### config.mk
export PLATFORM = sky130hd
export DESIGN_NAME = wide_pipe_message_hash_top_flat
export DESIGN_NICKNAME = d
export VERILOG_FILES = /design/src/wpmh_pkg.sv /design/src/wpmh_in_if.sv /design/src/wpmh_out_if.sv /design/src/wpmh_cfg_if.sv /design/src/wpmh_chain.sv /design/src/wide_pipe_message_hash_top.sv /design/src/flat_wrapper.sv
export SDC_FILE = /design/constraint.sdc
export NUM_CORES = 2
export LEC_CHECK = 0
export BUFFER_PORTS_ARGS = -buffer_cell sky130_fd_sc_hd__buf_2
export CORE_AREA = 4 4 467 469
export DETAILED_ROUTE_END_ITERATION = 12
export DIE_AREA = 0 0 471 473
export PLACE_DENSITY_LB_ADDON = 0.12
export SYNTH_ARGS = -nofsm -noshare
export SYNTH_HDL_FRONTEND = slang
export SYNTH_SLANG_ARGS = --single-unit
export TNS_END_PERCENT = 20
### constraint.sdc
create_clock -name clk -period 15.1 [get_ports clk]
set_clock_uncertainty 0.1 [all_clocks]
set_input_delay 2.265 -clock clk [delete_from_list [all_inputs] [get_ports clk]]
set_output_delay 2.265 -clock clk [all_outputs]
set_load 0.005 [all_outputs]
### src/wpmh_pkg.sv
package wpmh_pkg;

	localparam int WORD_W = 64;

	// Commands to the chain word unit.
	localparam logic [2:0] OP_HOLD = 3'd0;
	localparam logic [2:0] OP_INIT = 3'd1;
	localparam logic [2:0] OP_STEP = 3'd2;
	localparam logic [2:0] OP_SUB  = 3'd3;
	localparam logic [2:0] OP_ROT  = 3'd4;

	// Configuration register indexes.
	localparam logic [1:0] CFG_SEED   = 2'd0;
	localparam logic [1:0] CFG_LENGTH = 2'd1;
	localparam logic [1:0] CFG_DIGEST = 2'd2;
	localparam logic [1:0] CFG_SWAP   = 2'd3;

	localparam logic [WORD_W-1:0] ACC_LEFT  = 64'hefcdab8967452301;
	localparam logic [WORD_W-1:0] ACC_RIGHT = 64'h1032547698badcfe;

	localparam logic [WORD_W-1:0] MIX_CONST [8] = '{
		64'hFFFFFFFFFFFFFFC5,
		64'd13166748625691186689,
		64'd1573836600196043749,
		64'd1478582680485693857,
		64'd1584163446043636637,
		64'd1358537349836140151,
		64'd2849285319520710901,
		64'd2366157163652459183
	};

	localparam logic [5:0] START_PRIME [16] = '{
		6'd1, 6'd2, 6'd3, 6'd5, 6'd7, 6'd11, 6'd13, 6'd17,
		6'd19, 6'd23, 6'd29, 6'd31, 6'd37, 6'd41, 6'd43, 6'd47
	};

	typedef struct packed {
		logic [2:0] op;
		logic       left;
		logic [2:0] idx;
	} chain_cmd_t;

	function automatic logic [WORD_W-1:0] swap64(input logic [WORD_W-1:0] x);
		logic [WORD_W-1:0] y;
		for (int b = 0; b < 8; b++) begin
			y[8*b +: 8] = x[8*(7-b) +: 8];
		end
		return y;
	endfunction

	// Right rotation by the amount that belongs to each step of a round.
	function automatic logic [WORD_W-1:0] rotr_mix(input logic [WORD_W-1:0] x,
		input logic [2:0] idx);
		logic [WORD_W-1:0] y;
		case (idx)
			3'd0: y = {x[16:0], x[63:17]};
			3'd1: y = {x[18:0], x[63:19]};
			3'd2: y = {x[22:0], x[63:23]};
			3'd3: y = {x[28:0], x[63:29]};
			3'd4: y = {x[30:0], x[63:31]};
			3'd5: y = {x[36:0], x[63:37]};
			3'd6: y = {x[40:0], x[63:41]};
			default: y = {x[52:0], x[63:53]};
		endcase
		return y;
	endfunction

	function automatic logic [WORD_W-1:0] byte_mask(input logic [3:0] nb);
		logic [WORD_W-1:0] m;
		for (int b = 0; b < 8; b++) begin
			m[8*b +: 8] = (4'(b) < nb) ? 8'hFF : 8'h00;
		end
		return m;
	endfunction

endpackage

### src/wpmh_in_if.sv
interface wpmh_in_if;
	logic        valid;
	logic        ready;
	logic [63:0] message_word;
	logic [3:0]  valid_bytes;
	logic        last_word;

	modport source(output valid, output message_word, output valid_bytes,
		output last_word, input ready);
	modport sink(input valid, input message_word, input valid_bytes,
		input last_word, output ready);
endinterface

### src/wpmh_out_if.sv
interface wpmh_out_if;
	logic        valid;
	logic        ready;
	logic [63:0] digest_word;
	logic        digest_end;

	modport source(output valid, output digest_word, output digest_end, input ready);
	modport sink(input valid, input digest_word, input digest_end, output ready);
endinterface

### src/wpmh_cfg_if.sv
interface wpmh_cfg_if;
	logic        valid;
	logic        ready;
	logic [1:0]  index;
	logic [63:0] data;

	modport source(output valid, output index, output data, input ready);
	modport sink(input valid, input index, input data, output ready);
endinterface

### src/wpmh_chain.sv
module wpmh_chain (
	input  logic                        clk,
	input  wpmh_pkg::chain_cmd_t        cmd,
	input  logic [wpmh_pkg::WORD_W-1:0] base,
	input  logic [wpmh_pkg::WORD_W-1:0] blk_word,
	output logic [wpmh_pkg::WORD_W-1:0] head
);

	// Both halves rotate by one place after every step, so the word that a step
	// works on always sits at place 0 and the next one at place 1.
	logic [wpmh_pkg::WORD_W-1:0] lo_q [8];
	logic [wpmh_pkg::WORD_W-1:0] hi_q [8];
	logic [wpmh_pkg::WORD_W-1:0] acc_q;

	logic [wpmh_pkg::WORD_W-1:0] lo_pre [8];
	logic [wpmh_pkg::WORD_W-1:0] hi_pre [8];
	logic [wpmh_pkg::WORD_W-1:0] lo_nx [8];
	logic [wpmh_pkg::WORD_W-1:0] hi_nx [8];
	logic [wpmh_pkg::WORD_W-1:0] acc_in;
	logic [wpmh_pkg::WORD_W-1:0] acc_nx;
	logic [wpmh_pkg::WORD_W-1:0] acc_d;
	logic [wpmh_pkg::WORD_W-1:0] src;
	logic [wpmh_pkg::WORD_W-1:0] v;
	logic [wpmh_pkg::WORD_W-1:0] tgt;
	logic [wpmh_pkg::WORD_W-1:0] tgt_nx;
	logic                        tgt_lo;
	logic                        rot_lo;
	logic                        rot_hi;

	always_comb begin
		if (cmd.idx == 3'd0) begin
			acc_in = cmd.left ? wpmh_pkg::ACC_LEFT : wpmh_pkg::ACC_RIGHT;
		end else begin
			acc_in = acc_q;
		end
		src    = cmd.left ? lo_q[0] : hi_q[0];
		v      = wpmh_pkg::rotr_mix((src ^ blk_word) - wpmh_pkg::MIX_CONST[cmd.idx], cmd.idx);
		acc_nx = acc_in + v;
		// On the last step of a left round the carry lands in the high half.
		tgt_lo = cmd.left && (cmd.idx != 3'd7);
		tgt    = tgt_lo ? lo_q[1] : hi_q[1];
		tgt_nx = tgt - acc_nx;

		lo_pre = lo_q;
		hi_pre = hi_q;
		rot_lo = 1'b0;
		rot_hi = 1'b0;
		acc_d  = acc_q;
		unique case (cmd.op)
			wpmh_pkg::OP_INIT: begin
				for (int i = 0; i < 8; i++) begin
					lo_pre[i] = base + 64'(wpmh_pkg::START_PRIME[i]);
					hi_pre[i] = base + 64'(wpmh_pkg::START_PRIME[i+8]);
				end
			end
			wpmh_pkg::OP_STEP: begin
				if (cmd.left) begin
					lo_pre[0] = v;
					hi_pre[0] = hi_q[0] ^ v;
				end else begin
					hi_pre[0] = v;
					lo_pre[0] = lo_q[0] ^ v;
				end
				if (tgt_lo) begin
					lo_pre[1] = tgt_nx;
				end else begin
					hi_pre[1] = tgt_nx;
				end
				acc_d  = acc_nx;
				rot_lo = 1'b1;
				rot_hi = 1'b1;
			end
			wpmh_pkg::OP_SUB: begin
				lo_pre[0] = lo_q[0] - hi_q[0];
				rot_lo    = 1'b1;
				rot_hi    = 1'b1;
			end
			wpmh_pkg::OP_ROT: begin
				rot_lo = 1'b1;
			end
			default: begin
			end
		endcase

		for (int i = 0; i < 8; i++) begin
			lo_nx[i] = rot_lo ? lo_pre[3'(i + 1)] : lo_pre[i];
			hi_nx[i] = rot_hi ? hi_pre[3'(i + 1)] : hi_pre[i];
		end
	end

	always_ff @(posedge clk) begin
		lo_q  <= lo_nx;
		hi_q  <= hi_nx;
		acc_q <= acc_d;
	end

	assign head = lo_q[0];

endmodule

### src/wide_pipe_message_hash_top.sv
// Wide-pipe message hash. Message words are taken one beat at a time; a word
// that does not finish a block of eight is stored and ready stays high, while
// a word that finishes a block holds ready low while the four mixing rounds
// run, since a single 64-bit mixing unit does one step per cycle. After the
// last word come the rounds of the tail block (after those of a full block if
// the last word also completes one), a fold of the high half into the low
// half, extra rounds, one per digest word, when digest_words is above 1, and
// then one output beat per digest word, lowest chain word first. Ready stays
// low from the last word until the final digest beat has been taken.
module wide_pipe_message_hash_top (
	input  logic              clk,
	input  logic              arst_n,
	wpmh_cfg_if.sink          cfg,
	wpmh_in_if.sink           msg,
	wpmh_out_if.source        digest
);

	localparam logic [1:0] ST_IDLE = 2'd0;
	localparam logic [1:0] ST_MIX  = 2'd1;
	localparam logic [1:0] ST_SUB  = 2'd2;
	localparam logic [1:0] ST_EMIT = 2'd3;

	localparam logic [1:0] PH_FULL = 2'd0;
	localparam logic [1:0] PH_TAIL = 2'd1;
	localparam logic [1:0] PH_XTRA = 2'd2;

	logic [wpmh_pkg::WORD_W-1:0] seed_q;
	logic [31:0]                 len_q;
	logic [3:0]                  dw_q;
	logic                        swap_q;
	logic [wpmh_pkg::WORD_W-1:0] base_q;

	logic [wpmh_pkg::WORD_W-1:0] buf_q [8];
	logic [2:0]                  pos_q;
	logic                        started_q;
	logic [3:0]                  tail_cnt_q;
	logic [7:0]                  pad_q;
	logic                        tail_pend_q;
	logic [1:0]                  state_q;
	logic [1:0]                  ph_q;
	logic [2:0]                  n_q;
	logic [2:0]                  rnd_q;

	logic                        in_acc;
	logic                        out_acc;
	logic [3:0]                  vb_eff;
	logic [6:0]                  rem;
	logic                        full_last;
	logic [7:0]                  pad_new;
	logic [wpmh_pkg::WORD_W-1:0] mask;
	logic [wpmh_pkg::WORD_W-1:0] merged;
	logic [2:0]                  dw_m1;
	logic                        last_step;
	logic [wpmh_pkg::WORD_W-1:0] blk_word;
	logic [wpmh_pkg::WORD_W-1:0] head;
	wpmh_pkg::chain_cmd_t        cmd;

	assign cfg.ready = 1'b1;
	assign msg.ready = (state_q == ST_IDLE);
	assign in_acc    = msg.valid && msg.ready;
	assign out_acc   = digest.valid && digest.ready;

	always_comb begin
		if (msg.last_word && (msg.valid_bytes <= 4'd8)) begin
			vb_eff = msg.valid_bytes;
		end else begin
			vb_eff = 4'd8;
		end
		rem       = {1'b0, pos_q, 3'b000} + 7'(vb_eff);
		full_last = msg.last_word && (pos_q == 3'd7) && (vb_eff == 4'd8);
		pad_new   = 8'h80 + {1'b0, rem};
		mask      = wpmh_pkg::byte_mask(vb_eff);
		merged    = (msg.message_word & mask) | ({8{pad_new}} & ~mask);

		if (dw_q == 4'd0) begin
			dw_m1 = 3'd0;
		end else if (dw_q > 4'd8) begin
			dw_m1 = 3'd7;
		end else begin
			dw_m1 = 3'(dw_q - 4'd1);
		end

		last_step = (n_q == 3'd7) && ((ph_q == PH_XTRA) ? (rnd_q == dw_m1) : (rnd_q == 3'd3));

		// A full block is taken with the byte order setting; the tail block, also
		// used by the extra rounds, is taken as is, padded past the received words.
		if (ph_q == PH_FULL) begin
			blk_word = swap_q ? wpmh_pkg::swap64(buf_q[n_q]) : buf_q[n_q];
		end else if ({1'b0, n_q} < tail_cnt_q) begin
			blk_word = buf_q[n_q];
		end else begin
			blk_word = {8{pad_q}};
		end

		cmd.op   = wpmh_pkg::OP_HOLD;
		cmd.left = 1'b0;
		cmd.idx  = n_q;
		unique case (state_q)
			ST_IDLE: begin
				if (in_acc && !started_q) begin
					cmd.op = wpmh_pkg::OP_INIT;
				end
			end
			ST_MIX: begin
				cmd.op   = wpmh_pkg::OP_STEP;
				cmd.left = (ph_q == PH_XTRA) || rnd_q[0];
			end
			ST_SUB: begin
				cmd.op = wpmh_pkg::OP_SUB;
			end
			ST_EMIT: begin
				if (out_acc) begin
					cmd.op = wpmh_pkg::OP_ROT;
				end
			end
			default: begin
			end
		endcase
	end

	assign digest.valid       = (state_q == ST_EMIT);
	assign digest.digest_word = swap_q ? wpmh_pkg::swap64(head) : head;
	assign digest.digest_end  = (n_q == dw_m1);

	wpmh_chain u_chain (
		.clk      (clk),
		.cmd      (cmd),
		.base     (base_q),
		.blk_word (blk_word),
		.head     (head)
	);

	// The sum of seed and length is kept ready, so the start of a message needs
	// only the small prime added.
	always_ff @(posedge clk or negedge arst_n) begin
		if (!arst_n) begin
			seed_q <= '0;
			len_q  <= '0;
			dw_q   <= 4'd1;
			swap_q <= 1'b0;
			base_q <= '0;
		end else if (cfg.valid && cfg.ready) begin
			unique case (cfg.index)
				wpmh_pkg::CFG_SEED: begin
					seed_q <= cfg.data;
					base_q <= cfg.data + 64'(len_q);
				end
				wpmh_pkg::CFG_LENGTH: begin
					len_q  <= cfg.data[31:0];
					base_q <= seed_q + 64'(cfg.data[31:0]);
				end
				wpmh_pkg::CFG_DIGEST: begin
					dw_q <= cfg.data[3:0];
				end
				wpmh_pkg::CFG_SWAP: begin
					swap_q <= cfg.data[0];
				end
			endcase
		end
	end

	always_ff @(posedge clk) begin
		if (in_acc) begin
			buf_q[pos_q] <= (msg.last_word && !full_last) ? merged : msg.message_word;
		end
	end

	always_ff @(posedge clk or negedge arst_n) begin
		if (!arst_n) begin
			state_q     <= ST_IDLE;
			ph_q        <= PH_FULL;
			pos_q       <= '0;
			started_q   <= 1'b0;
			tail_cnt_q  <= '0;
			pad_q       <= '0;
			tail_pend_q <= 1'b0;
			n_q         <= '0;
			rnd_q       <= '0;
		end else begin
			unique case (state_q)
				ST_IDLE: begin
					if (in_acc) begin
						started_q <= 1'b1;
						n_q       <= '0;
						rnd_q     <= '0;
						if (!msg.last_word) begin
							pos_q <= pos_q + 3'd1;
							if (pos_q == 3'd7) begin
								state_q     <= ST_MIX;
								ph_q        <= PH_FULL;
								tail_pend_q <= 1'b0;
							end
						end else begin
							pos_q   <= '0;
							state_q <= ST_MIX;
							if (full_last) begin
								ph_q        <= PH_FULL;
								tail_pend_q <= 1'b1;
								tail_cnt_q  <= '0;
								pad_q       <= 8'h80;
							end else begin
								ph_q        <= PH_TAIL;
								tail_pend_q <= 1'b0;
								tail_cnt_q  <= {1'b0, pos_q} + 4'd1;
								pad_q       <= pad_new;
							end
						end
					end
				end
				ST_MIX: begin
					n_q <= n_q + 3'd1;
					if (last_step) begin
						rnd_q <= '0;
						case (ph_q)
							PH_FULL: begin
								if (tail_pend_q) begin
									ph_q        <= PH_TAIL;
									tail_pend_q <= 1'b0;
								end else begin
									state_q <= ST_IDLE;
								end
							end
							PH_TAIL: begin
								state_q <= ST_SUB;
							end
							default: begin
								state_q <= ST_EMIT;
							end
						endcase
					end else if (n_q == 3'd7) begin
						rnd_q <= rnd_q + 3'd1;
					end
				end
				ST_SUB: begin
					n_q <= n_q + 3'd1;
					if (n_q == 3'd7) begin
						if (dw_m1 != 3'd0) begin
							state_q <= ST_MIX;
							ph_q    <= PH_XTRA;
							rnd_q   <= '0;
						end else begin
							state_q <= ST_EMIT;
						end
					end
				end
				ST_EMIT: begin
					if (out_acc) begin
						if (n_q == dw_m1) begin
							state_q   <= ST_IDLE;
							started_q <= 1'b0;
							n_q       <= '0;
						end else begin
							n_q <= n_q + 3'd1;
						end
					end
				end
				default: begin
					state_q <= ST_IDLE;
				end
			endcase
		end
	end

endmodule
### src/flat_wrapper.sv
// flat-port wrapper written by rule: the top's interface ports become plain ports
module wide_pipe_message_hash_top_flat 
  (clk, arst_n, cfg_valid, cfg_index, cfg_data, cfg_ready, msg_valid, msg_message_word, msg_valid_bytes, msg_last_word, msg_ready, digest_valid, digest_digest_word, digest_digest_end, digest_ready);
  wpmh_cfg_if cfg_i ();
  wpmh_in_if msg_i ();
  wpmh_out_if digest_i ();
  input  logic clk;
  input  logic arst_n;
  input wire logic [$bits(cfg_i.valid)-1:0] cfg_valid;
  input wire logic [$bits(cfg_i.index)-1:0] cfg_index;
  input wire logic [$bits(cfg_i.data)-1:0] cfg_data;
  output wire logic [$bits(cfg_i.ready)-1:0] cfg_ready;
  input wire logic [$bits(msg_i.valid)-1:0] msg_valid;
  input wire logic [$bits(msg_i.message_word)-1:0] msg_message_word;
  input wire logic [$bits(msg_i.valid_bytes)-1:0] msg_valid_bytes;
  input wire logic [$bits(msg_i.last_word)-1:0] msg_last_word;
  output wire logic [$bits(msg_i.ready)-1:0] msg_ready;
  output wire logic [$bits(digest_i.valid)-1:0] digest_valid;
  output wire logic [$bits(digest_i.digest_word)-1:0] digest_digest_word;
  output wire logic [$bits(digest_i.digest_end)-1:0] digest_digest_end;
  input wire logic [$bits(digest_i.ready)-1:0] digest_ready;
  assign cfg_i.valid = cfg_valid;
  assign cfg_i.index = cfg_index;
  assign cfg_i.data = cfg_data;
  assign cfg_ready = cfg_i.ready;
  assign msg_i.valid = msg_valid;
  assign msg_i.message_word = msg_message_word;
  assign msg_i.valid_bytes = msg_valid_bytes;
  assign msg_i.last_word = msg_last_word;
  assign msg_ready = msg_i.ready;
  assign digest_valid = digest_i.valid;
  assign digest_digest_word = digest_i.digest_word;
  assign digest_digest_end = digest_i.digest_end;
  assign digest_i.ready = digest_ready;
  wide_pipe_message_hash_top u_core (.clk(clk), .arst_n(arst_n), .cfg(cfg_i), .msg(msg_i), .digest(digest_i));
endmodule
## Word-level counts from Yosys, hierarchy flattened

Memories as Yosys holds them, arrays and structs flattened.
Index checks and enable logic that the tools add are counted.

| storage, ports and cells | value |
|---|---|
| memories | 2 |
| ROM bits | 512 |
| word-level logic and storage cells | 244 |
| RAM bits | 512 |
| bits in registers | 768 |
| output and inout bits | 68 |
| input bits | 140 |

Memory list:

| memory | words | bits a word | rd ports | clocked after memory_dff | wr ports | line | RTL |
|---|---|---|---|---|---|---|---|
| (name not given) | 8 | 64 | 1 | 0 | 0 | wpmh_chain.sv:37 | `v = wpmh_pkg::rotr_mix((src ^ blk_word) - wpmh_pkg::MIX_CONST[cmd.idx], cmd.idx);` |
| u_core.buf_q | 8 | 64 | 1 | 0 | 1 | wide_pipe_message_hash_top.sv:33 | `logic [wpmh_pkg::WORD_W-1:0] buf_q [8];` |

| cells by class | value |
|---|---|
| $lt $le $gt $ge | 12 |
| equality and inequality tests | 36 |
| mux-type cells | 94 |
| $add $sub $neg | 29 |
| bitwise logic cells | 8 |
| reductions and logical operators | 40 |

Operator list:

| cell | count |
|---|---|
| 64-bit 2-to-1 mux | 23 |
| 384-bit 2-to-1 mux | 2 |
| 64-bit one-hot mux with 7 select lines | 1 |
| 64-bit by 5-bit adder with 64-bit output, second input constant | 5 |
| 64-bit by 6-bit adder with 64-bit output, second input constant | 4 |
| 128-bit one-hot mux with 2 select lines | 1 |
| 64-bit one-hot mux with 2 select lines | 2 |
| 64-bit one-hot mux with 3 select lines | 1 |
| 64-bit subtractor | 3 |
| 64-bit bitwise XOR | 3 |
| 64-bit by 2-bit adder with 64-bit output, second input constant | 2 |
| 64-bit by 3-bit adder with 64-bit output, second input constant | 2 |
| 64-bit by 32-bit adder with 64-bit output | 2 |
| 64-bit by 4-bit adder with 64-bit output, second input constant | 2 |
| 64-bit AND | 2 |
| 8-bit 2-to-1 mux | 9 |
| 64-bit by 1-bit adder with 64-bit output, second input constant | 1 |
| 64-bit adder | 1 |
| 64-bit inverter | 1 |
| 64-bit OR | 1 |
| 2-bit 2-to-1 mux | 17 |
| 3-bit 2-to-1 mux | 11 |
| 3-bit == test, second input constant | 6 |
| 3-bit one-hot mux with 3 select lines | 2 |
| 47 further kinds | 115 |

## Depth between registers and ports, before layout

| logic depth | value |
|---|---|
| depth in word-level cells | 12 |
| depth in mapped cells | 54 |
| depth with buffers taken out | 49 |

## Modules after synthesis

A second synthesis with hierarchy kept.

| unflattened totals | value |
|---|---|
| cell total of the unflattened synthesis | 9117 |
| area total of the unflattened synthesis | 83098.4 sq um |

Modules (own cells, without submodules):

| module | instances | area an instance (sq um) | cells an instance |
|---|---|---|---|
| wpmh_chain | 1 | 47927.2 | 6354 |
| wide_pipe_message_hash_top | 1 | 35171.2 | 2763 |

## Worst setup path after synthesis

Ideal clock, no wire load.

| path | value |
|---|---|
| path kind | register to register |
| from | register u_core.state_q[1] |
| to | register u_core.u_chain.lo_q (netlist bit u_core.u_chain.head[56]) (data pin) |
| library setup time | 0.270 ns |
| arrival | 12.256 ns |
| data required time | 14.730 ns |
| clock period less this slack | 12.627 ns |
| setup slack | 2.473 ns |
| cell stages (with the launch flop) | 51 |
| buffers on the path | 5 |
| cell sequence | dfrtp_1 > inv_1 > ha_1 > clkbuf_1 > inv_2 > a21oi_1 > clkbuf_1 > clkbuf_1 > nor2_1 > a21oi_1 > xnor2_1 > ha_1 > clkbuf_1 > and3_1 > nand2_1 > nor4_1 > nand2_1 > a211o_1 > [... 15 more ...] > nand2b_1 > a21o_1 > a31o_2 > a31oi_1 > xor2_1 > ha_1 > clkbuf_1 > a21o_1 > a21o_1 > a221o_1 > a21o_1 > a31oi_1 > o21ai_0 > a221oi_1 > o21bai_1 > xor2_1 > a222oi_1 > a21oi_1 |

RTL lines:

| what | line | RTL |
|---|---|---|
| start: declaration | wide_pipe_message_hash_top.sv:39 | `logic [1:0] state_q;` |
| start signal: assignment | wide_pipe_message_hash_top.sv:170 | `state_q <= ST_IDLE;` |
| start signal: assignment | wide_pipe_message_hash_top.sv:189 | `state_q <= ST_MIX;` |
| start signal: assignment | wide_pipe_message_hash_top.sv:195 | `state_q <= ST_MIX;` |
| end signal: assignment | wpmh_chain.sv:92 | `lo_q <= lo_nx;` |
| end: declaration | wpmh_chain.sv:11 | `logic [wpmh_pkg::WORD_W-1:0] lo_q [8];` |

==> results by group <==
Layout
  • Layout fillers: 21100
  • Area taken by multi-input logic gates: 0.0485 sq mm
  • Nets: ~10000
  • P&R area growth vs syn: 14.4%
  • Share of layout cells above drive strength 1: 0.137
  • Post-Layout Cell Count: 13000
  • Register area: 0.0336 sq mm

Yosys
  • Mean post-synth cell area: between 8 and 9 sq um
  • Netlist cell types: 107
  • Yosys warns: 0
  • Async SR Flop Fraction: 0.150
  • Post-synth EDFFs: just over 700
  • Synth Register Bits: approximately 1300
  • Cells after synthesis: 9761
  • Net count after synthesis: 10200
  • Synth Flop Type: edfxtp_1
  • Seq/Total Area, Yosys: 0.395
  • Syn Std Cell Area: between 0.08 and 0.09 sq mm

GRT
  • Remaining Overflow, GRT: 0
  • Initial antenna violation count: 42
  • Vias in the first global route: 75000
  • All-Layer GR Usage: 0.363
  • First-pass GRT wire length: 580000 microns
  • Maximum number of pins on one net before global-route repair: about 190

STA
  • Rel. slew slack: 0.0795
  • Fmax: 68.5 MHz
  • Final Cycle Share: 0.967
  • PnR worst setup slack: 0.494 ns
  • RSZ-0062 raised after global routing: false
  • Final min period: 14.61 ns
  • Final setup vio count: 0
  • Final hold violations: 0
  • Slew @ Worst Pin: 1.37 ns
  • Final number of max-transition violations: 0
  • Final setup TNS: 0 ns

Clock tree
  • Post-cts resize count: 0
  • Clock-pin slew on the worst setup and hold paths: 0.06 ns
  • Post-CTS Setup Bufs: 0
  • Clock insertion delay at the later pin of the skew report: 0.84 ns
  • CTS Buffer Depth: 3
  • Cell chosen for the clock root: clkbuf_16
  • # hold bufs at CTS: 0
  • Clock H-tree levels: 4
  • TritonCTS Buffers: ~150
  • CTS tree: done
  • CTS sink cnt: about 1300

Critical path
  • Required time of the worst setup path: around 16 ns
  • CP Capture Type: flop
  • Critical path's slowest cell: dfrtp_4
  • Crit path buf inv count: 9
  • Most used cell, CP: buf_4
  • Max FO, Critical Path: 37
  • CP peak stage delay: about 0.92 ns
  • Crit path kind: flop to flop
  • Worst EP arrival: 15.05 ns
  • CP delay by family, top: compound AO/OA/AOI/OAI gates
  • Startpoint Class: flop

Place
  • Placer Congestion: roughly 1.1
  • Worst slack at placement: ~1.1 ns
  • Port Buffers: around 210
  • Placed cells: 12700
  • Dpl hpwl: 319000 microns

Routing
  • Post-route ant nets: 0
  • WL final: 419000 microns
  • TritonRoute pass-1 iters: 9
  • DRC: 0
  • Vias per cell: just over 6
  • DR WL/cell: about 32 microns
  • Starting DRT DRC Count: 11600
  • Via count: roughly 80000

Die
  • CORE AREA: approximately 0.21 sq mm
  • Die X: between 400 and 500 microns
  • Die Y: 473 microns
  • Num ports: 208
  • Die ar.: 0.223 sq mm
  • Row count: 170
  • Initial core utilization: 0.398

Hold path
  • Worst Hold Class: flop to flop

Flow run
  • Max_cap viols: 0

Outcome
  • Status: finished clean
[registers in the layout, summed over array words and instances (netlist names), 8 cells and up]
name / cells
u_core.u_chain.hi_q: 256
u_core.seed_q: 64
u_core.u_chain.lo_q: 192
u_core.buf_q: 512
u_core.pad_q: 8
u_core.base_q: 64
u_core.u_chain.head: 64
u_core.u_chain.acc_q: 64
u_core.len_q: 32
[synth_stat cells (all sizes together), types with 17 or more instances]
| master | number | area, sq um |
|---|---|---|
| a22oi | 73 | 548 |
| nand2b | 74 | 463 |
| o21a | 45 | 338 |
| or3 | 66 | 413 |
| a211oi | 41 | 313 |
| inv | 251 | 942 |
| mux2i | 150 | 1500 |
| mux4 | 126 | 2840 |
| o31ai | 28 | 215 |
| clkbuf | 514 | 1930 |
| a21boi | 18 | 146 |
| nor2 | 878 | 3300 |
| o211ai | 119 | 893 |
| dfrtp | 191 | 4780 |
| a221o | 57 | 571 |
| and3 | 74 | 463 |
| o21ai | 733 | 3670 |
| o221ai | 54 | 479 |
| a21o | 176 | 1320 |
| nor4 | 43 | 269 |
| dfxtp | 384 | 7690 |
| o22ai | 24 | 150 |
| o21bai | 54 | 405 |
| a31oi | 61 | 382 |
| mux2 | 152 | 1710 |
| edfxtp | 704 | 21100 |
| nand3 | 194 | 976 |
| xor2 | 366 | 3210 |
| a21oi | 681 | 3410 |
| xnor2 | 479 | 4200 |
| and2 | 49 | 307 |
| buf | 123 | 477 |
| o2111ai | 17 | 149 |
| a222oi | 58 | 581 |
| ha | 289 | 3620 |
| nor3 | 127 | 647 |
| nand2 | 1799 | 6750 |
| or2 | 22 | 140 |
| and4 | 20 | 178 |
| a221oi | 97 | 856 |
| nand4 | 95 | 594 |
| nor2b | 47 | 294 |
[worst min-delay path: stages (launching register included)]
cell     delay [ns]
dfxtp_1        0.32
nand2_1        0.04
o21ai_0        0.05
[path summary, 6_finish.rpt]
| kind | startpoint | to | slack, ns | depth (start not counted) |
|---|---|---|---|---|
| setup / recovery | u_core.n_q[0] | u_core.u_chain.head[49] | 0.49 | 51 |
| hold / removal | u_core.u_chain.hi_q[297] | u_core.u_chain.hi_q[297] | 0.35 | 2 |
| setup reg to reg | u_core.n_q[0] | u_core.u_chain.head[49] | 0.49 | 51 |
| hold reg to reg | u_core.u_chain.hi_q[297] | u_core.u_chain.hi_q[297] | 0.35 | 2 |
| max in group asynchronous | arst_n | u_core.n_q[2] | 12.17 | 2 |
| min in group asynchronous | arst_n | u_core.len_q[20] | 1.33 | 1 |
[cell families (layout without fill, tap and decap cells)]
logic type,count (synthesis),after routing,synth area share
AND/OR/NAND/NOR,3525,3525,0.177
adder cells (fa/ha/maj),295,295,0.0437
multiplexers,428,428,0.0711
buffers and inverters,890,1315,0.0394
flip-flops,1280,1280,0.395
XOR/XNOR,845,845,0.0870
AO/OA/AOI/OAI,2497,2497,0.187
other,1,15,0.0000440
[final cells by class]
| cell class | count | area share |
|---|---|---|
| multi-input combinational | 7591 | 0.498 |
| sequential | 1280 | 0.345 |
| timing repair buffer | 781 | 0.0564 |
| clock buffer | 214 | 0.0441 |
| tap | 2838 | 0.0364 |
| inverter | 253 | 0.00980 |
| clock inverter | 67 | 0.00979 |
| antenna | 14 | 0.000360 |
[stage by stage]
| stage | util | instance area [sq um] | hold slack, ns |
|---|---|---|---|
| after global routing | 0.455 | 97400 | 0.372 |
| after detailed placement | 0.431 | 92200 | 0.340 |
| after CTS | 0.455 | 97400 | 0.348 |
| after floorplan | - | 85200 | 0.319 |
| after global placement | 0.431 | 92200 | 0.332 |
| final | 0.455 | 97400 | 0.349 |
[layer usage]
layer	vias up	routed length [microns]	GRT usage
met4	18	30700	0.222
met1	39700	175000	0.496
met3	951	42600	0.0821
met5	-	141	0
li1	35700	-	-
met2	4589	172000	0.520
[cell usage in the layout (no fill, tap or decap), types with 73 or more instances in the layout]
| cell | netlist | routed |
|---|---|---|
| mux4_2 | 125 | 125 |
| xor2_1 | 366 | 366 |
| mux2_2 | 151 | 151 |
| o21ai_0 | 726 | 723 |
| a21o_1 | 176 | 175 |
| dfxtp_1 | 384 | 384 |
| ha_1 | 289 | 286 |
| buf_4 | 1 | 564 |
| inv_1 | 248 | 246 |
| buf_2 | 9 | 205 |
| edfxtp_1 | 704 | 704 |
| nor2_1 | 878 | 862 |
| o211ai_1 | 119 | 119 |
| nand2b_1 | 74 | 73 |
| nand2_1 | 1799 | 1794 |
| nand4_1 | 95 | 95 |
| nand3_1 | 193 | 192 |
| clkbuf_16 | 0 | 157 |
| a22oi_1 | 73 | 73 |
| a221oi_1 | 96 | 96 |
| a21oi_1 | 681 | 678 |
| mux2i_1 | 150 | 150 |
| and3_1 | 74 | 74 |
| xnor2_1 | 478 | 476 |
| nor3_1 | 126 | 123 |
| dfrtp_1 | 191 | 187 |
Power is not shown: default switching activity piles up to over one toggle a cycle in this logic, so the estimate is an artifact.
